==> src/rtl/core/tmlr_pkg.sv <==
// shared constants, payload types and helpers of the text mode line renderer
`timescale 1ns / 1ps
`default_nettype none

package tmlr_pkg;

   // geometry
   localparam int TEXT_COLS    = 80;
   localparam int TEXT_ROWS    = 30;
   localparam int GLYPH_HEIGHT = 16;
   localparam int ICON_WIDTH   = 128;
   localparam int BG_DEPTH     = 256;

   localparam int ICON_ROW_BYTES  = (ICON_WIDTH + 7) / 8;
   localparam int ICON_BYTES      = ICON_ROW_BYTES * ICON_WIDTH;
   localparam int ICON_BANK_DEPTH = ICON_BYTES / 2;
   localparam int ICON_WORDS      = ICON_WIDTH / 2;
   localparam int CELL_COUNT      = TEXT_ROWS * TEXT_COLS;
   localparam int GLYPH_COUNT     = 256 * GLYPH_HEIGHT;

   // address widths
   localparam int CELL_AW      = $clog2(CELL_COUNT);
   localparam int GLYPH_AW     = $clog2(GLYPH_COUNT);
   localparam int GLYPH_LW     = $clog2(GLYPH_HEIGHT);
   localparam int ICON_AW      = $clog2(ICON_BYTES);
   localparam int ICON_BANK_AW = ICON_AW - 1;
   localparam int ICON_ROW_W   = $clog2(ICON_WIDTH);
   localparam int BG_AW        = $clog2(BG_DEPTH);
   localparam int WIDX_W0      = (GLYPH_AW > ICON_AW) ? GLYPH_AW : ICON_AW;
   localparam int WIDX_W       = (WIDX_W0 > BG_AW) ? WIDX_W0 : BG_AW;

   // signed word offset of a column against the icon edge
   localparam int OFF_W = 12;

   // power-up clearing sweep
   localparam int CLR_COUNT = (CELL_COUNT > ICON_BANK_DEPTH) ? CELL_COUNT : ICON_BANK_DEPTH;
   localparam int CLR_W     = $clog2(CLR_COUNT);

   // command queue between front and back
   localparam int QUEUE_DEPTH = 2;
   localparam int QPTR_W      = $clog2(QUEUE_DEPTH);
   localparam int QCNT_W      = $clog2(QUEUE_DEPTH + 1);

   // register file
   localparam int CSR_AW = 3;
   localparam int CFG_W  = 10;
   localparam logic [CFG_W-1:0] ICON_LEFT_RESET = 10'd400;
   localparam logic [CFG_W-1:0] ICON_TOP_RESET  = 10'd1023;
   localparam logic [7:0]       ICON_RESET_BYTE = 8'h55;
   localparam logic [7:0]       CELL_RESET_BYTE = 8'h00;

   typedef enum logic {
      REG_ICON_LEFT = 1'b0,
      REG_ICON_TOP  = 1'b1
   } csr_reg_type;

   typedef enum logic [2:0] {
      KIND_CELL   = 3'd0,
      KIND_GLYPH  = 3'd1,
      KIND_ICON   = 3'd2,
      KIND_COLOUR = 3'd3,
      KIND_RENDER = 3'd4
   } req_kind_type;

   typedef struct packed {
      logic [2:0]  req_type;
      logic [10:0] addr;
      logic [6:0]  column;
      logic [7:0]  char_code;
      logic [15:0] value;
      logic [8:0]  line;
      logic [7:0]  frame;
   } req_item_type;

   typedef struct packed {
      logic [6:0]  out_column;
      logic [31:0] word0;
      logic [31:0] word1;
      logic [31:0] word2;
      logic [31:0] word3;
   } rsp_item_type;

   typedef struct packed {
      logic [CFG_W-1:0] icon_left;
      logic [CFG_W-1:0] icon_top;
   } icon_cfg_type;

   // per output word: icon covers it, takes the second fetched byte, pair slot
   typedef struct packed {
      logic       on;
      logic       hi;
      logic [1:0] pair;
   } icon_word_type;

   typedef struct packed {
      req_kind_type           kind;
      logic [CELL_AW-1:0]     cell_idx;
      logic [WIDX_W-1:0]      widx;
      logic [15:0]            wdata;
      logic [6:0]             column;
      logic [GLYPH_LW-1:0]    glyph_line;
      logic                   row_ok;
      logic [BG_AW-1:0]       colour_idx;
      logic [ICON_AW-1:0]     icon_b0;
      icon_word_type [3:0]    icon_word;
   } op_entry_type;

   function automatic logic [31:0] pair_word(input logic [1:0] pair,
                                             input logic [15:0] colour);
      logic [31:0] word;
      case (pair)
         2'b01:   word = {colour, 16'h0000};
         2'b10:   word = {16'h0000, colour};
         2'b11:   word = {colour, colour};
         default: word = 32'h0;
      endcase
      return word;
   endfunction

endpackage

`default_nettype wire

==> src/rtl/core/tmlr_queue.sv <==
// short command queue between the front end and the back end
`timescale 1ns / 1ps
`default_nettype none

module tmlr_queue import tmlr_pkg::*; (
   input  wire logic         clock,
   input  wire logic         reset,
   input  wire logic         push,
   input  wire op_entry_type push_entry,
   input  wire logic         pop,
   output op_entry_type      head,
   output logic              head_valid,
   output logic              full
);

   op_entry_type      entries_ff [QUEUE_DEPTH];
   logic [QPTR_W-1:0] wr_ptr_ff, wr_ptr_in;
   logic [QPTR_W-1:0] rd_ptr_ff, rd_ptr_in;
   logic [QCNT_W-1:0] count_ff, count_in;
   logic              do_push;
   logic              do_pop;

   assign head_valid = count_ff != '0;
   assign full       = count_ff == QCNT_W'(QUEUE_DEPTH);
   assign head       = entries_ff[rd_ptr_ff];
   assign do_push    = push && !full;
   assign do_pop     = pop && head_valid;

   always_comb begin
      wr_ptr_in = wr_ptr_ff;
      rd_ptr_in = rd_ptr_ff;
      count_in  = count_ff;
      if (do_push) begin
         wr_ptr_in = (wr_ptr_ff == QPTR_W'(QUEUE_DEPTH - 1)) ? '0 : wr_ptr_ff + 1'b1;
      end
      if (do_pop) begin
         rd_ptr_in = (rd_ptr_ff == QPTR_W'(QUEUE_DEPTH - 1)) ? '0 : rd_ptr_ff + 1'b1;
      end
      case ({do_push, do_pop})
         2'b10:   count_in = count_ff + 1'b1;
         2'b01:   count_in = count_ff - 1'b1;
         default: count_in = count_ff;
      endcase
   end

   always_ff @(posedge clock) begin
      if (reset) begin
         wr_ptr_ff <= '0;
         rd_ptr_ff <= '0;
         count_ff  <= '0;
      end else begin
         wr_ptr_ff <= wr_ptr_in;
         rd_ptr_ff <= rd_ptr_in;
         count_ff  <= count_in;
      end
   end

   always_ff @(posedge clock) begin
      if (do_push) begin
         entries_ff[wr_ptr_ff] <= push_entry;
      end
   end

endmodule

`default_nettype wire

==> config.mk <==
export PLATFORM = sky130hd
export DESIGN_NAME = tmlr_queue
export DESIGN_NICKNAME = d
export VERILOG_FILES = /design/src/rtl/core/tmlr_pkg.sv /design/src/rtl/core/tmlr_queue.sv
export SDC_FILE = /design/constraint.sdc
export NUM_CORES = 1
export LEC_CHECK = 0
export BUFFER_PORTS_ARGS = -buffer_cell sky130_fd_sc_hd__clkbuf_2
export CORE_UTILIZATION = 47
export DETAILED_ROUTE_END_ITERATION = 16
export GPL_TIMING_DRIVEN = 0
export PLACE_DENSITY = 0.86
export SYNTH_ARGS = -nofsm -noshare
export SYNTH_HDL_FRONTEND = slang
export SYNTH_SLANG_ARGS = --single-unit
==> constraint.sdc <==
create_clock -name clock -period 3.3 [get_ports clock]
set_input_delay 0.495 -clock clock [delete_from_list [all_inputs] [get_ports clock]]
set_output_delay 0.495 -clock clock [all_outputs]
set_load 0.01 [all_outputs]
==> metrics.yaml <==
power_and_ir_drop:
  p_sw_share_pct: 26.8
  p_sw_mw: 1.78
  power_frac_clock_pct: 28.6
  total_leakage_power_nw: 3.23
  ir_worst_vdd_mv: 0.737
  intPower_mw: 4.86
  finalPower_mw: 6.64
  p_seq_share_pct: 45.9
  cellPowerDensity_mw_per_mm2: 784
  combPwrFrac_pct: 25.5
setup_path:
  cp_data_arrival_time_ns: 1.81
  cpLargestDelayFamily: "buffers and inverters"
  critical_path_buf_inv_count: 3
  path_class: "flip-flop to primary output"
  r2r_start: "count_ff[0]"
  cp_max_fo: 10
  crit_top_cell: "buf_2"
  worst-r2r-setup-slack_ns: 1.23
  cp_slowest_cell: "mux2_2"
  end_kind: "primary output"
  path_cells: "buf_2, buf_2, mux2_2, clkbuf_2"
  r2r_end: "entries_ff[0][39]"
  cpPeakStageDelay_ns: 0.38
  required_ns: 2.80
  start_kind: "flip-flop"
  reg2regPathDepth: 5
global_routing:
  antenna_found_initial: 0
  grt_usage_pct: 16.5
  grt_max_degree: 64
  grt_overflow_total: 0
  grt_pass1_wl_um: 17600
  grt_pass1_vias: 3576
cells_and_area:
  antenna_cells: 0
  instances_no_fill: 705
  utilization_pct: 61.0
  final_cell_area_sq_mm: 0.00847
  drive_above_1_share_pct: 60.6
  nets: 607
  syn_to_final_growth_pct: 26.5
  nFillCells: 1004
floorplan:
  core-area_sq_mm: 0.0139
  die_w_um: 121
  die_h_um: 121
  rows: 43
  start_util_pct: 48.2
  dieArea_sq_mm: 0.0147
  io_pins: 186
sta:
  fin_ws_ns: 0.992
  period_share_pct: 69.9
  period_needed_ns: 2.31
  slew_headroom_pct: 71.1
  hold_ws_ns: 0.268
  tns_ns: 0
  skew_ns: 0.00547
  hold_viol_final: 0
  tightest_slew_ns: 0.434
  rsz0062_at_grt: "false"
  setup_viol: 0
  drv_slew: 0
  max_freq_mhz: 433
worst_hold_path:
  hold_path_class: "input port to flip-flop"
  hold_depth: 1
  hp-start: "push_entry[19]"
  min_to: "entries_ff[1][19]"
run_status:
  status: "finished, final reports clean"
synth:
  synth_cell_types: 18
  ys_seq_elements: 185
  synth_nets: 401
  yosysSeqAreaShare_pct: 82.2
  yosys_warnings: 0
  syn_area_per_cell_sq_um: 21.9
  synth_area_sq_mm: 0.00670
  netlist_instances: 306
detailed_routing:
  ant_nets: 0
  first_iter_violations: 193
  post_drt_wl_per_cell_um: 16.6
  drt_pre_antenna_iters: 4
  drcViolationCount: 0
  routed_wl_um: 11700
  vias: 3447
  routed_via_density: 4.89
clock_network:
  cts_htree_levels: 4
  cts_buffer_depth: 2
  cts_root_buf: "clkbuf_16"
  clk_pin_slew_ns: 0.06
  post_cts_buffers: 0
  cts_resized: 0
  ctsHoldBuffers: 0
  clk_latency_ns: 0.41
  cts.sinks: 185
  tritoncts: "yes"
  cts-buffers-inserted: 17
placed_design:
  place_area_sq_mm: 0.00791
  place_congestion: 0.714
  dp.cells: 673
  portBuffers: 185
  post-dp-hpwl_um: 7890
  pre_cts_ws_ns: 1.16
job:
  drv_cap: 0
[cell families after synthesis]
family	count (synthesis)	share of synthesized area, %
compound gates	5	0.411
simple gates	9	0.729
buf+inv	13	0.916
xor+xnor	3	0.393
mux	90	15.1
flops	185	82.2
fa+ha+maj	1	0.187
[registers in the layout, summed over array words and instances (netlist names), named ones only]
signal      cells
count_ff        2
rd_ptr_ff       1
wr_ptr_ff       1
entries_ff    180
[area by class of cell]
class	count	area (sq um)	share of cell area, %
flip-flops and latches	185	5510	65.0
multi-input cells	108	1130	13.4
repair buffers	187	981	11.6
clock buffers	17	425	5.02
well taps	180	225	2.66
clock inverters	15	134	1.58
plain buffers	10	50.0	0.591
inverters	3	13.8	0.163
[synth_stat cells, drive strengths merged]
master	count	share of area [%]
edfxtp	180	81
mux2	90	15
buf	10	0.75
dfxtp	5	1.5
inv	3	0.17
nor2	3	0.17
a21oi	2	0.15
o21ai	2	0.15
or3	2	0.19
xnor2	2	0.26
and3	1	0.094
ha	1	0.19
nand2	1	0.056
nand2b	1	0.13
o21a	1	0.11
or2	1	0.094
xor2	1	0.13
[routing by layer]
layer  global-route usage [%]  up-vias  wire [um]
met4                     6.87        0        144
li1                         -     1627          -
met3                     5.22       14        726
met1                     18.7     1676       4730
met2                     28.4      130       6120
met5                        0        -          0
[layout by cell type, fill, tap and decap left out, types with 3 or more instances in the layout]
cell,n
edfxtp_1,180
clkbuf_16,17
clkinv_1,6
dfxtp_1,5
nor2_1,3
buf_2,10
clkbuf_2,185
mux2_2,90
[worst reg2reg max path, cell delays in order (launching register included)]
cell	delay [ns]
dfxtp_1	0.42
nand2b_2	0.19
inv_2	0.04
or3_1	0.36
inv_4	0.34
buf_16	0.35
[worst max-delay path by stage]
stage	slack, ns	depth (start not counted)	endpoint
floorplan	0.16	2	entries_ff[1][0]
global placement	-0.82	2	entries_ff[1][53]
detailed placement	1.16	5	entries_ff[0][55]
CTS	0.93	4	head[34]
global route	0.88	4	head[34]
finish	0.99	4	head[34]
[power groups by stage]
| stage | Clock, mW | Combinational (mW) | Sequential (mW) |
|---|---|---|---|
| after floorplan | 0 | 1.06 | 3.09 |
| after global placement | 0 | 1.65 | 3.12 |
| after detailed placement | 0 | 1.72 | 3.09 |
| after CTS | 1.94 | 1.73 | 3.05 |
| after global routing | 2.04 | 1.83 | 3.07 |
| final | 1.90 | 1.69 | 3.04 |
Power figures use the tool's default switching activity.
