**config.mk**
```make
export PLATFORM = sky130hd
export DESIGN_NAME = tmlr_front
export DESIGN_NICKNAME = d
export VERILOG_FILES = /design/src/rtl/core/tmlr_pkg.sv /design/src/rtl/core/tmlr_front.sv
export SDC_FILE = /design/constraint.sdc
export NUM_CORES = 1
export LEC_CHECK = 0
export ABC_CLOCK_PERIOD_IN_PS = 7500
export BUFFER_PORTS_ARGS = -buffer_cell sky130_fd_sc_hd__buf_2
export CORE_MARGIN = 2
export CORE_UTILIZATION = 45
export DETAILED_ROUTE_END_ITERATION = 12
export GPL_TIMING_DRIVEN = 1
export PLACE_DENSITY_LB_ADDON = 0.3
export RECOVER_POWER = 25
export SLEW_MARGIN = 20
export SYNTH_ARGS = -nofsm -noshare
export SYNTH_HDL_FRONTEND = slang
export SYNTH_SLANG_ARGS = --single-unit
export TNS_END_PERCENT = 30
```
**constraint.sdc**
```tcl
create_clock -name vclk -period 7.5
set_input_delay 0.75 -clock vclk [all_inputs]
set_output_delay 0.75 -clock vclk [all_outputs]
set_load 0.01 [all_outputs]
```
**src/rtl/core/tmlr_pkg.sv**
```systemverilog
// shared constants, payload types and helpers of the text mode line renderer
`timescale 1ns / 1ps
`default_nettype none

package tmlr_pkg;

   // geometry
   localparam int TEXT_COLS    = 80;
   localparam int TEXT_ROWS    = 30;
   localparam int GLYPH_HEIGHT = 16;
   localparam int ICON_WIDTH   = 128;
   localparam int BG_DEPTH     = 256;

   localparam int ICON_ROW_BYTES  = (ICON_WIDTH + 7) / 8;
   localparam int ICON_BYTES      = ICON_ROW_BYTES * ICON_WIDTH;
   localparam int ICON_BANK_DEPTH = ICON_BYTES / 2;
   localparam int ICON_WORDS      = ICON_WIDTH / 2;
   localparam int CELL_COUNT      = TEXT_ROWS * TEXT_COLS;
   localparam int GLYPH_COUNT     = 256 * GLYPH_HEIGHT;

   // address widths
   localparam int CELL_AW      = $clog2(CELL_COUNT);
   localparam int GLYPH_AW     = $clog2(GLYPH_COUNT);
   localparam int GLYPH_LW     = $clog2(GLYPH_HEIGHT);
   localparam int ICON_AW      = $clog2(ICON_BYTES);
   localparam int ICON_BANK_AW = ICON_AW - 1;
   localparam int ICON_ROW_W   = $clog2(ICON_WIDTH);
   localparam int BG_AW        = $clog2(BG_DEPTH);
   localparam int WIDX_W0      = (GLYPH_AW > ICON_AW) ? GLYPH_AW : ICON_AW;
   localparam int WIDX_W       = (WIDX_W0 > BG_AW) ? WIDX_W0 : BG_AW;

   // signed word offset of a column against the icon edge
   localparam int OFF_W = 12;

   // power-up clearing sweep
   localparam int CLR_COUNT = (CELL_COUNT > ICON_BANK_DEPTH) ? CELL_COUNT : ICON_BANK_DEPTH;
   localparam int CLR_W     = $clog2(CLR_COUNT);

   // command queue between front and back
   localparam int QUEUE_DEPTH = 2;
   localparam int QPTR_W      = $clog2(QUEUE_DEPTH);
   localparam int QCNT_W      = $clog2(QUEUE_DEPTH + 1);

   // register file
   localparam int CSR_AW = 3;
   localparam int CFG_W  = 10;
   localparam logic [CFG_W-1:0] ICON_LEFT_RESET = 10'd400;
   localparam logic [CFG_W-1:0] ICON_TOP_RESET  = 10'd1023;
   localparam logic [7:0]       ICON_RESET_BYTE = 8'h55;
   localparam logic [7:0]       CELL_RESET_BYTE = 8'h00;

   typedef enum logic {
      REG_ICON_LEFT = 1'b0,
      REG_ICON_TOP  = 1'b1
   } csr_reg_type;

   typedef enum logic [2:0] {
      KIND_CELL   = 3'd0,
      KIND_GLYPH  = 3'd1,
      KIND_ICON   = 3'd2,
      KIND_COLOUR = 3'd3,
      KIND_RENDER = 3'd4
   } req_kind_type;

   typedef struct packed {
      logic [2:0]  req_type;
      logic [10:0] addr;
      logic [6:0]  column;
      logic [7:0]  char_code;
      logic [15:0] value;
      logic [8:0]  line;
      logic [7:0]  frame;
   } req_item_type;

   typedef struct packed {
      logic [6:0]  out_column;
      logic [31:0] word0;
      logic [31:0] word1;
      logic [31:0] word2;
      logic [31:0] word3;
   } rsp_item_type;

   typedef struct packed {
      logic [CFG_W-1:0] icon_left;
      logic [CFG_W-1:0] icon_top;
   } icon_cfg_type;

   // per output word: icon covers it, takes the second fetched byte, pair slot
   typedef struct packed {
      logic       on;
      logic       hi;
      logic [1:0] pair;
   } icon_word_type;

   typedef struct packed {
      req_kind_type           kind;
      logic [CELL_AW-1:0]     cell_idx;
      logic [WIDX_W-1:0]      widx;
      logic [15:0]            wdata;
      logic [6:0]             column;
      logic [GLYPH_LW-1:0]    glyph_line;
      logic                   row_ok;
      logic [BG_AW-1:0]       colour_idx;
      logic [ICON_AW-1:0]     icon_b0;
      icon_word_type [3:0]    icon_word;
   } op_entry_type;

   function automatic logic [31:0] pair_word(input logic [1:0] pair,
                                             input logic [15:0] colour);
      logic [31:0] word;
      case (pair)
         2'b01:   word = {colour, 16'h0000};
         2'b10:   word = {16'h0000, colour};
         2'b11:   word = {colour, colour};
         default: word = 32'h0;
      endcase
      return word;
   endfunction

endpackage

`default_nettype wire

```
**src/rtl/core/tmlr_front.sv**
```systemverilog
// front end: range checks, classification and address precompute per request
`timescale 1ns / 1ps
`default_nettype none

module tmlr_front import tmlr_pkg::*; (
   input  wire logic         take,
   input  wire req_item_type req,
   input  wire icon_cfg_type cfg,
   output logic              push,
   output op_entry_type      entry
);

   logic                   ok;
   logic [8:0]             row_full;
   logic                   row_ok;
   logic [11:0]            cell_row;
   logic [11:0]            line_ext;
   logic [11:0]            top_ext;
   logic [11:0]            top_end;
   logic                   icon_on;
   logic [ICON_ROW_W-1:0]  icon_row;
   logic signed [OFF_W-1:0] start_off;
   logic signed [OFF_W-1:0] off [4];
   logic [OFF_W-3:0]       base;

   always_comb begin
      case (req.req_type)
         KIND_CELL:   ok = (req.addr < TEXT_ROWS) && (req.column < TEXT_COLS);
         KIND_GLYPH:  ok = req.addr < GLYPH_HEIGHT;
         KIND_ICON:   ok = req.addr < ICON_BYTES;
         KIND_COLOUR: ok = req.addr < BG_DEPTH;
         KIND_RENDER: ok = req.column < TEXT_COLS;
         default:     ok = 1'b0;
      endcase
   end

   assign push = take && ok;

   // text row of the scan line; lines below the grid show no glyph bits
   assign row_full = req.line / 9'(GLYPH_HEIGHT);
   assign row_ok   = row_full < TEXT_ROWS;

   always_comb begin
      if (req.req_type == KIND_CELL) begin
         cell_row = 12'(req.addr);
      end else if (row_ok) begin
         cell_row = 12'(row_full);
      end else begin
         cell_row = 12'd0;
      end
   end

   // icon vertical window, top line itself excluded
   assign line_ext = 12'(req.line);
   assign top_ext  = 12'(cfg.icon_top);
   assign top_end  = top_ext + 12'(ICON_WIDTH);
   assign icon_on  = (line_ext > top_ext) && (line_ext < top_end);
   assign icon_row = ICON_ROW_W'(line_ext - top_ext);

   // word offset of this column's first word against the icon's left edge
   assign start_off = $signed(OFF_W'({req.column, 2'b00})) -
                      $signed(OFF_W'(cfg.icon_left[CFG_W-1:1]));
   assign base = start_off[OFF_W-1] ? '0 : start_off[OFF_W-1:2];

   always_comb begin
      entry            = '0;
      entry.kind       = req_kind_type'(req.req_type);
      entry.cell_idx   = CELL_AW'(int'(cell_row) * TEXT_COLS + int'(req.column));
      entry.wdata      = req.value;
      entry.column     = req.column;
      entry.glyph_line = GLYPH_LW'(req.line % 9'(GLYPH_HEIGHT));
      entry.row_ok     = row_ok;
      entry.colour_idx = BG_AW'(req.frame + req.line[7:0]);
      entry.icon_b0    = ICON_AW'(int'(icon_row) * ICON_ROW_BYTES + int'(base));
      case (req.req_type)
         KIND_GLYPH: entry.widx = WIDX_W'(int'(req.char_code) * GLYPH_HEIGHT +
                                          int'(req.addr));
         // a cell stores the character code
         KIND_CELL: begin
            entry.widx  = WIDX_W'(req.addr);
            entry.wdata = 16'(req.char_code);
         end
         default:    entry.widx = WIDX_W'(req.addr);
      endcase
      for (int k = 0; k < 4; k++) begin
         off[k] = start_off + OFF_W'(k);
         entry.icon_word[k].on   = icon_on && !off[k][OFF_W-1] &&
                                   (off[k][OFF_W-2:0] < (OFF_W-1)'(ICON_WORDS));
         entry.icon_word[k].hi   = off[k][OFF_W-1:2] != base;
         entry.icon_word[k].pair = off[k][1:0];
      end
   end

endmodule

`default_nettype wire

```
==> metrics.md, run 1 <==
| Metric | Value |
|---|---|
| Status | `completed` |
| Starting Density | `47.2%` |
| Tmin final | `4.91 ns` |
| Most frequent cells in the layout | `buf_2, ha_1, inv_1` |
| Synth Instances | `411` |
| Chip Height | `86.1 um` |
| Fillers | `644` |
| Clock buffers | `0` |
| Total placed cells including tap cells | `628` |
| RSZ-0062 raised after global routing | `no` |
| All-Layer GR Usage | `20.6%` |
| # diodes | `0` |
| Num rows | `29` |
| PortBufs | `173` |
| Syn avg cell area | `7.37 sq um` |
| Slew headroom | `39.0%` |
| WP data arrival | `4.16 ns` |
| Core area | `0.00642 sq mm` |
| Crit share post-route | `65.4%` |
| Met2 Use GR | `40.9%` |
| Critical Path Source | `req[41]` |
| Synth top area cells | `ha_1, xnor2_1, buf_4` |
| Vias per cell | `5.29` |
| Dpl hpwl | `7070 um` |
| Pwr/cell area | `102 mW/mm^2` |
| Layout Nets | `694` |
| Reg area | `0 sq um` |
| Gr ovfl total | `0` |
| Worst-Margin Slew | `0.908 ns` |
| CTS hold repair buffers | `0` |
| Distinct cells, synth | `58` |
| Required @ worst endpoint | `6.75 ns` |
| Gpl congestion | `0.874` |
| Syn-to-layout area delta | `23.1%` |
| GR peak layer | `met2` |
| Vias | `3324` |
| Met3 usage | `2.02%` |
| Leak | `2.01 nW` |
| Worst min-delay path class | `in2out` |
| Synth area leader | `ha_1` |
| Die Width | `86.1 um` |
| TNS Setup | `0 ns` |
| Iter 0 DRT Violations | `54` |
| DRC errors left | `0` |
| Die area | `0.00741 sq mm` |
| Final Hold Fails | `0` |
| Synth top area share | `21.5%` |
| Initial antenna violation count | `0` |
| Final non-filler cell total | `628` |
| CP Class | `in2out` |
| Yosys warnings | `0` |
| Layout cell share with drive strength beyond 1 | `32.1%` |
| Max Slew Vio Count | `0` |
| Setup violators final | `0` |
| Number of post-CTS setup repair buffers | `0` |
| First-pass GRT wire length | `13200 um` |
| Syn nets | `552` |
| Largest net degree at the start of global routing | `25` |
| Peak supply drop | `50.6 uV` |
| Max_cap viols | `0` |
| FMAX | `0.204 GHz` |
| CP startpoint kind | `primary input` |
| Vias in the first global route | `3118` |
| WL per Instance | `12.9 um` |
| Worst setup EP type | `primary output` |
| Wirelength, routed | `8070 um` |
| Synthesized cell area | `0.00303 sq mm` |
| Initial DRT Pass Iterations | `4` |
| Sequential area share after synthesis | `0%` |
| Maximum fanout along the worst path | `16` |
| Resized cells post-CTS | `0` |
| FFs & Latches | `0` |
| Antenna Nets Post-Route | `0` |
| Met1 Use GR | `24.8%` |
| Commonest non-fill, non-tap cell in the layout | `buf_2` |
| # IOs | `174` |
| Worst hold start | `req[41]` |
synth_stat cells (3+ instances only):
| cell | instances |
|---|---|
| o21a_1 | 4 |
| o21ai_0 | 25 |
| nand3_1 | 8 |
| inv_1 | 40 |
| buf_4 | 26 |
| nor3b_1 | 4 |
| a21o_1 | 11 |
| nor4_1 | 5 |
| nor3_1 | 12 |
| nand2_1 | 25 |
| o211ai_1 | 4 |
| nor2_1 | 23 |
| xor2_1 | 21 |
| o21bai_1 | 4 |
| and2_1 | 5 |
| and3_1 | 4 |
| buf_6 | 3 |
| ha_1 | 52 |
| clkbuf_1 | 4 |
| or3_1 | 4 |
| nand4_1 | 6 |
| mux2_2 | 9 |
| xnor2_1 | 23 |
| fa_1 | 6 |
| nor2b_1 | 12 |
| a22o_1 | 6 |
| a21oi_1 | 26 |
worst paths after layout:
check / endpoint / slack, ns / cells past startpoint
worst max-delay path: entry[25] / 2.59 / 15
worst min-delay path: entry[40] / 1.73 / 2
cell families (layout without fill, tap and decap cells):
logic type | Yosys count | after routing | share of synthesized area, %
compound gates | 98 | 98 | 21.2
xor+xnor | 46 | 46 | 13.8
fa+ha+maj | 58 | 58 | 25.4
buf+inv | 75 | 215 | 13.3
mux | 11 | 11 | 4.01
simple gates | 123 | 123 | 22.2
per-stage QoR:
stage / setup WS (ns) / util, % / power [W] / cell area [sq um] / hold WS, ns
detailed placement: 2.63 / 58.5 / 0.000383 / 3760 / 1.72
global route: 2.26 / 58.1 / 0.000426 / 3730 / 1.74
finish: 2.59 / 58.1 / 0.000382 / 3730 / 1.73
global placement: 2.71 / 58.5 / 0.000375 / 3760 / 1.71
floorplan: 3.34 / - / 0.000274 / 3030 / 1.56
CTS: 2.61 / 58.5 / 0.000385 / 3760 / 1.72
metal layers:
| metal | up-vias | routed length, um |
|---|---|---|
| met2 | 116 | 4220 |
| met1 | 1485 | 3260 |
| li1 | 1721 | - |
| met4 | 0 | 14 |
| met3 | 2 | 577 |
| met5 | - | 0 |
power by group:
| part | internal, W | switching (W) | total (W) |
|---|---|---|---|
| Sequential | 0 | 0 | 0 |
| Clock | 0 | 0 | 0 |
| Combinational | 0.000167 | 0.000215 | 0.000382 |
| Total | 0.000167 | 0.000215 | 0.000382 |
critical path: stages:
cell and delay [ns]:
buf_2 0.11, ha_1 0.34, nor3b_4 0.30, o22ai_2 0.16
nand2b_1 0.19, a21oi_2 0.55, inv_1 0.40, nor2_1 0.29
ha_1 0.27, a21o_1 0.15, a21oi_1 0.23, nor2_1 0.07
nand2_1 0.08, xnor2_1 0.11, buf_2 0.15
layout make-up:
type                            instances  area, sq um  share of cell area (%)
Timing Repair Buffer                  175          853                    22.9
Inverter                               40          150                    4.02
Tap cell                               77         96.3                    2.58
Multi-Input combinational cell        336         2630                    70.5
No activity file was read; power rests on OpenSTA's default activity.
==> inputs of run 2 (changes only) <==
--- a/config.mk
+++ b/config.mk
@@ -5,7 +5,8 @@
 export SDC_FILE = /design/constraint.sdc
 export NUM_CORES = 1
 export LEC_CHECK = 0
-export ABC_CLOCK_PERIOD_IN_PS = 7500
+export ABC_AREA = 1
+export ABC_CLOCK_PERIOD_IN_PS = 5100
 export BUFFER_PORTS_ARGS = -buffer_cell sky130_fd_sc_hd__buf_2
 export CORE_MARGIN = 2
 export CORE_UTILIZATION = 45
==> constraint.sdc (replaced) <==
create_clock -name vclk -period 5.1
set_input_delay 0.51 -clock vclk [all_inputs]
set_output_delay 0.51 -clock vclk [all_outputs]
set_load 0.01 [all_outputs]
==> run 2 against run 1 <==
Synthesized cell count is 39% higher. Cell count increased by 30%. Sequential cell count is the same. Non-clock buffer count shrank 2. Total power rose by 62%. Die area grew 15%. Area after synthesis grew 16%. Via count rose by 20%. First-iteration DRC count rose by 80%. Utilization shrank 2.6 points. Count of clock-buffer cells in the layout unchanged. Critical path type unchanged. Largest cell class unchanged.
==> metrics.md, run 2 <==
| Metric | Value |
|---|---|
| Antenna Nets Post-Route | `0 (unchanged)` |
| Wirelength, routed | `9260 um (+15%)` |
| Gpl congestion | `0.857 (-2.0%)` |
| FFs & Latches | `0 (unchanged)` |
| Max_cap viols | `0 (unchanged)` |
| Hold Path End | `entry[66]` |
| Num rows | `32 (+10%)` |
| Peak supply drop | `129 uV (+150%)` |
| Worst hold path cell count | `2 (unchanged)` |
| Largest net degree at the start of global routing | `22 (-12%)` |
| Max Slew Vio Count | `0 (unchanged)` |
| Synth top area cells | `ha_1, nand2_1, inv_1` |
| Most frequent cells in the layout | `buf_2, nand2_1, inv_1` |
| All-Layer GR Usage | `20.9% (+0.30 points)` |
| Worst-Margin Slew | `0.770 ns (-0.138 ns)` |
| Syn nets | `712 (+29%)` |
| Most common cell on crit path | `nand2_1` |
| Die area | `0.00851 sq mm (+15%)` |
| Yosys warnings | `0 (unchanged)` |
| Slew headroom | `48.3% (+9.2 points)` |
| Chip Height | `92.3 um (+7.2%)` |
| Status | `completed` |
| Crit path buf inv count | `4 (+1)` |
| Leak | `2.44 nW (+22%)` |
| Die Width | `92.3 um (+7.2%)` |
| Resized cells post-CTS | `0 (unchanged)` |
| Initial DRT Pass Iterations | `5 (+1)` |
| CP Class | `in2out` |
| WL per Instance | `11.4 um (-12%)` |
| Setup violators final | `0 (unchanged)` |
| Vias per cell | `4.89 (-7.6%)` |
| # diodes | `0 (unchanged)` |
| DRC errors left | `0 (unchanged)` |
| Synth area leader | `ha_1` |
| Crit share post-route | `80.9%` |
| Synth Instances | `571 (+39%)` |
| Vias in the first global route | `3731 (+20%)` |
| Dpl hpwl | `8150 um (+15%)` |
| Core area | `0.00765 sq mm (+19%)` |
| Clock buffers | `0 (unchanged)` |
| Number of post-CTS setup repair buffers | `0 (unchanged)` |
| WHS | `1.24 ns (-0.488 ns)` |
| Vias | `3985 (+20%)` |
| First-pass GRT wire length | `15600 um (+18%)` |
| Reg area | `0 sq um (unchanged)` |
| Crit path cell chain | `buf_2, nor2_1, nand2_1, clkinv_1, nand2_1, nand2_1, ha_1, inv_1, fa_1, o21ai_0, xor2_1, xor2_1, buf_2` |
| # IOs | `174 (unchanged)` |
| Required @ worst endpoint | `4.59 ns (-2.16 ns)` |
| Syn avg cell area | `6.14 sq um (-17%)` |
| Layout Nets | `856 (+23%)` |
| Top-count cell post-synth | `nand2_1` |
| Starting Density | `45.8% (-1.3 points)` |
| Synthesized cell area | `0.00351 sq mm (+16%)` |
| Slowest stage delay, CP | `0.58 ns (+0.03 ns)` |
| Syn-to-layout area delta | `21.1%` |
| Initial antenna violation count | `0 (unchanged)` |
| Pwr/cell area | `145 mW/mm^2 (+42%)` |
| Sequential area share after synthesis | `0% (unchanged)` |
| Cell with the largest stage delay on the worst path | `clkinv_1` |
| Commonest non-fill, non-tap cell in the layout | `buf_2` |
| Tmin final | `4.12 ns` |
| CTS hold repair buffers | `0 (unchanged)` |
| Final Hold Fails | `0 (unchanged)` |
| PortBufs | `173 (unchanged)` |
| TNS Setup | `0 ns (unchanged)` |
| Layout cell share with drive strength beyond 1 | `29.0% (-3.1 points)` |
| Worst setup EP type | `primary output` |
| FMAX | `0.243 GHz` |
| Design Power | `0.000618 W (+62%)` |
| Distinct cells, synth | `39 (-33%)` |
| Maximum fanout along the worst path | `21 (+5)` |
| Gr ovfl total | `0 (unchanged)` |
| Synth top area share | `18.6% (-2.9 points)` |
| Post-synth top cells | `nand2_1, inv_1, ha_1, nor2_1, nand3_1` |
| Worst hold start | `req[51]` |
| Worst min-delay path class | `in2out` |
| Finished Core Util | `55.5% (-2.6 points)` |
| CP startpoint kind | `primary input` |
| WP data arrival | `3.61 ns (-0.55 ns)` |
| Iter 0 DRT Violations | `97 (+80%)` |
| Cell family with most CP delay | `buffers and inverters` |
| RSZ-0062 raised after global routing | `no` |
==> run 2: changes by cell type in the layout (fill, tap and decap cells not counted), sizes merged, moves of 12 or more <==
cell	previous run	this run
nor2	23	52
a21o	12	0
nor2b	12	0
inv	40	92
nand3	9	49
nand2	25	157
==> run 2: cells by family after synthesis <==
| kind of cell | count (synthesis) | share of synthesized area [%] |
|---|---|---|
| compound gates | 67 | 10.7 |
| simple gates | 275 | 39.2 |
| buf+inv | 126 | 16.6 |
| fa+ha+maj | 58 | 22.0 |
| xor+xnor | 45 | 11.5 |
==> run 2: how the worst max path moves through the flow <==
stage | startpoint | endpoint | slack [ns] | cells past startpoint
2_1_floorplan | req[60] | entry[86] | 1.82 | 11
3_3_place_gp | req[59] | entry[86] | 1.11 | 13
3_5_place_dp | req[59] | entry[86] | 1.02 | 13
4_1_cts | req[59] | entry[86] | 1.01 | 13
5_1_grt | req[59] | entry[86] | 0.65 | 13
6_report | req[59] | entry[86] | 0.98 | 13
==> run 2: final cells by class <==
| type | instances | area (sq um) |
|---|---|---|
| timing repair buffer | 173 | 838 |
| fill | 813 | 3400 |
| inverter | 95 | 357 |
| multi-input combinational | 445 | 2920 |
| tap | 102 | 128 |
==> run 2: per-stage QoR <==
stage / cells / cell area (sq um) / worst slack [ns]
floorplan: 571 / 3510 / 1.82
global placement: 815 / 4270 / 1.11
detailed placement: 815 / 4270 / 1.02
CTS: 815 / 4270 / 1.01
global route: 815 / 4250 / 0.647
finish: 815 / 4250 / 0.976
==> run 2: metal layers <==
metal  wire [um]  global-route usage [%]  vias up
met1        4280                    27.7     1786
li1            -                       -     2094
met2        4580                    39.1      105
met5           0                       0        -
met3         399                   0.986        0
met4           0                    1.37        0
==> run 2: where the power goes <==
group / switching [W] / internal [W] / leakage (nW) / total [W]
clock: 0 / 0 / 0 / 0
combinational: 0.000374 / 0.000244 / 2.44 / 0.000618
sequential: 0 / 0 / 0 / 0
total: 0.000374 / 0.000244 / 2.44 / 0.000618
==> inputs of run 3 (changes only) <==
--- a/config.mk
+++ b/config.mk
@@ -6,7 +6,7 @@
 export NUM_CORES = 1
 export LEC_CHECK = 0
 export ABC_AREA = 1
-export ABC_CLOCK_PERIOD_IN_PS = 5100
+export ABC_CLOCK_PERIOD_IN_PS = 4200
 export BUFFER_PORTS_ARGS = -buffer_cell sky130_fd_sc_hd__buf_2
 export CORE_MARGIN = 2
 export CORE_UTILIZATION = 45
==> constraint.sdc (replaced) <==
create_clock -name vclk -period 4.2
set_input_delay 0.42 -clock vclk [all_inputs]
set_output_delay 0.42 -clock vclk [all_outputs]
set_load 0.01 [all_outputs]
==> run 3 against run 2 <==
Sequential share of layout area unchanged. Count of clock-buffer cells in the layout unchanged. Global-route usage down 0.14 points. Sequential cell count unchanged. Total power up 21%. Via count about the same. Utilization up 0.20 points. Cell count up 0.25%. First-iteration DRC count up 15%. Critical path depth down 1. Wire length down 1.4%. Die area unchanged. Critical path type unchanged. Critical endpoint unchanged.
==> metrics.md, run 3 (synthesis gave the netlist of run 2 again) <==
| Metric | Value |
|---|---|
| Max_cap viols | `0 (unchanged)` |
| Syn-to-layout area delta | `21.6%` |
| Largest net degree at the start of global routing | `16 (-27%)` |
| Peak supply drop | `148 uV (+15%)` |
| Clock share of power | `0% (unchanged)` |
| Total placed cells including tap cells | `817 (+0.25%)` |
| CTS hold repair buffers | `0 (unchanged)` |
| PortBufs | `173 (unchanged)` |
| Most frequent cells in the layout | `buf_2, nand2_1, inv_1` |
| Status | `completed` |
| Final non-filler cell total | `817 (+0.25%)` |
| Final Hold Fails | `0 (unchanged)` |
| Dpl hpwl | `8070 um (-0.94%)` |
| Starting Density | `45.8% (unchanged)` |
| CP startpoint kind | `primary input` |
| Reg area | `0 sq um (unchanged)` |
| Gpl congestion | `0.863 (+0.71%)` |
| Maximum fanout along the worst path | `11 (-48%)` |
| Dpl ws | `0.635 ns (-0.385 ns)` |
| Initial antenna violation count | `0 (unchanged)` |
| Tmin final | `3.56 ns` |
| Seq pwr share | `0% (unchanged)` |
| First-pass GRT wire length | `15500 um (-0.53%)` |
| Num rows | `32 (unchanged)` |
| Cell with the largest stage delay on the worst path | `o21ai_0` |
| Layout Nets | `858 (+0.23%)` |
| Antenna Nets Post-Route | `0 (unchanged)` |
| CP Class | `in2out` |
| Slowest stage delay, CP | `0.53 ns (-0.05 ns)` |
| Worst-Margin Slew | `0.826 ns (+0.0555 ns)` |
| Core area | `0.00765 sq mm (unchanged)` |
| Worst min-delay path class | `in2out` |
| Layout cell share with drive strength beyond 1 | `29.2% (+0.20 points)` |
| RSZ-0062 raised after global routing | `no` |
| All-Layer GR Usage | `20.8% (-0.14 points)` |
| Leak | `2.45 nW (+0.39%)` |
| Vias per cell | `4.87 (-0.32%)` |
| FMAX | `0.281 GHz` |
| Net Switching | `0.000452 W (+21%)` |
| Initial DRT Pass Iterations | `4 (-1)` |
| Die area | `0.00851 sq mm (unchanged)` |
| Gr ovfl total | `0 (unchanged)` |
| Setup violators final | `0 (unchanged)` |
| Vias | `3982 (-0.075%)` |
| Switching Share | `60.3% (-0.18 points)` |
| WP data arrival | `3.14 ns (-0.47 ns)` |
| WL per Instance | `11.2 um (-1.6%)` |
| Iter 0 DRT Violations | `112 (+15%)` |
| # diodes | `0 (unchanged)` |
| Cell family with most CP delay | `adder cells` |
| Comb pwr share | `100.0% (about the same)` |
| Vias in the first global route | `3654 (-2.1%)` |
| Crit path buf inv count | `3 (-1)` |
| Internal power | `0.000297 W (+22%)` |
| TNS Setup | `0 ns (unchanged)` |
| Wirelength, routed | `9140 um (-1.4%)` |
| Pwr/cell area | `176 mW/mm^2 (+21%)` |
| Commonest non-fill, non-tap cell in the layout | `buf_2` |
| DRC errors left | `0 (unchanged)` |
| Final worst setup slack | `0.642 ns (-0.334 ns)` |
| Die Width | `92.3 um (unchanged)` |
| Resized cells post-CTS | `0 (unchanged)` |
| Crit share post-route | `84.7%` |
| Chip Height | `92.3 um (unchanged)` |
| Worst setup EP type | `primary output` |
| Number of post-CTS setup repair buffers | `0 (unchanged)` |
| # IOs | `174 (unchanged)` |
| Max Slew Vio Count | `0 (unchanged)` |
| Required @ worst endpoint | `3.78 ns (-0.81 ns)` |
| Slew headroom | `44.5% (-3.7 points)` |
| Clock buffers | `0 (unchanged)` |
| FFs & Latches | `0 (unchanged)` |
| Crit path cell chain | `buf_2, nor2_1, nand2_1, o21ai_0, ha_1, ha_1, inv_1, fa_1, nor2_1, nand3_1, xor2_1, buf_2` |
run 3: changes by cell type in the layout (fill, tap and decap cells not counted), sizes merged:
cell	previous run	this run
buf	151	153
run 3: stage by stage:
step / total power, W / hold WS, ns / utilization, % / cell area (sq um)
after floorplan: 0.000541 / 0.886 / - / 3510
after global placement: 0.000737 / 1.04 / 56.1 / 4290
after detailed placement: 0.000751 / 1.04 / 56.1 / 4290
after CTS: 0.000756 / 1.04 / 56.1 / 4290
after global routing: 0.000841 / 1.07 / 55.7 / 4260
final: 0.000748 / 1.06 / 55.7 / 4260
run 3: layer usage:
layer | GRT usage [%] | vias up | share of wire, %
li1 | - | 2091 | -
met3 | 1.07 | 0 | 4.2
met1 | 28.0 | 1798 | 47
met2 | 38.4 | 93 | 49
met4 | 0.871 | 0 | 0
met5 | 0 | - | 0
run 3: path summary, 6_finish.rpt:
kind	from	endpoint	slack [ns]	cells past startpoint
setup / recovery	req[59]	entry[86]	0.64	12
hold / removal	req[51]	entry[66]	1.06	2
run 3: area by class of cell:
cell class,count,area [sq um]
well taps,102,128
fillers,802,3390
multi-input cells,445,2920
repair buffers,175,853
inverters,95,357
run 3: power groups by stage:
stage	registers (W)	logic [W]	clock network, W
after floorplan	0	0.000541	0
after global placement	0	0.000737	0
after detailed placement	0	0.000751	0
after CTS	0	0.000756	0
after global routing	0	0.000841	0
final	0	0.000748	0
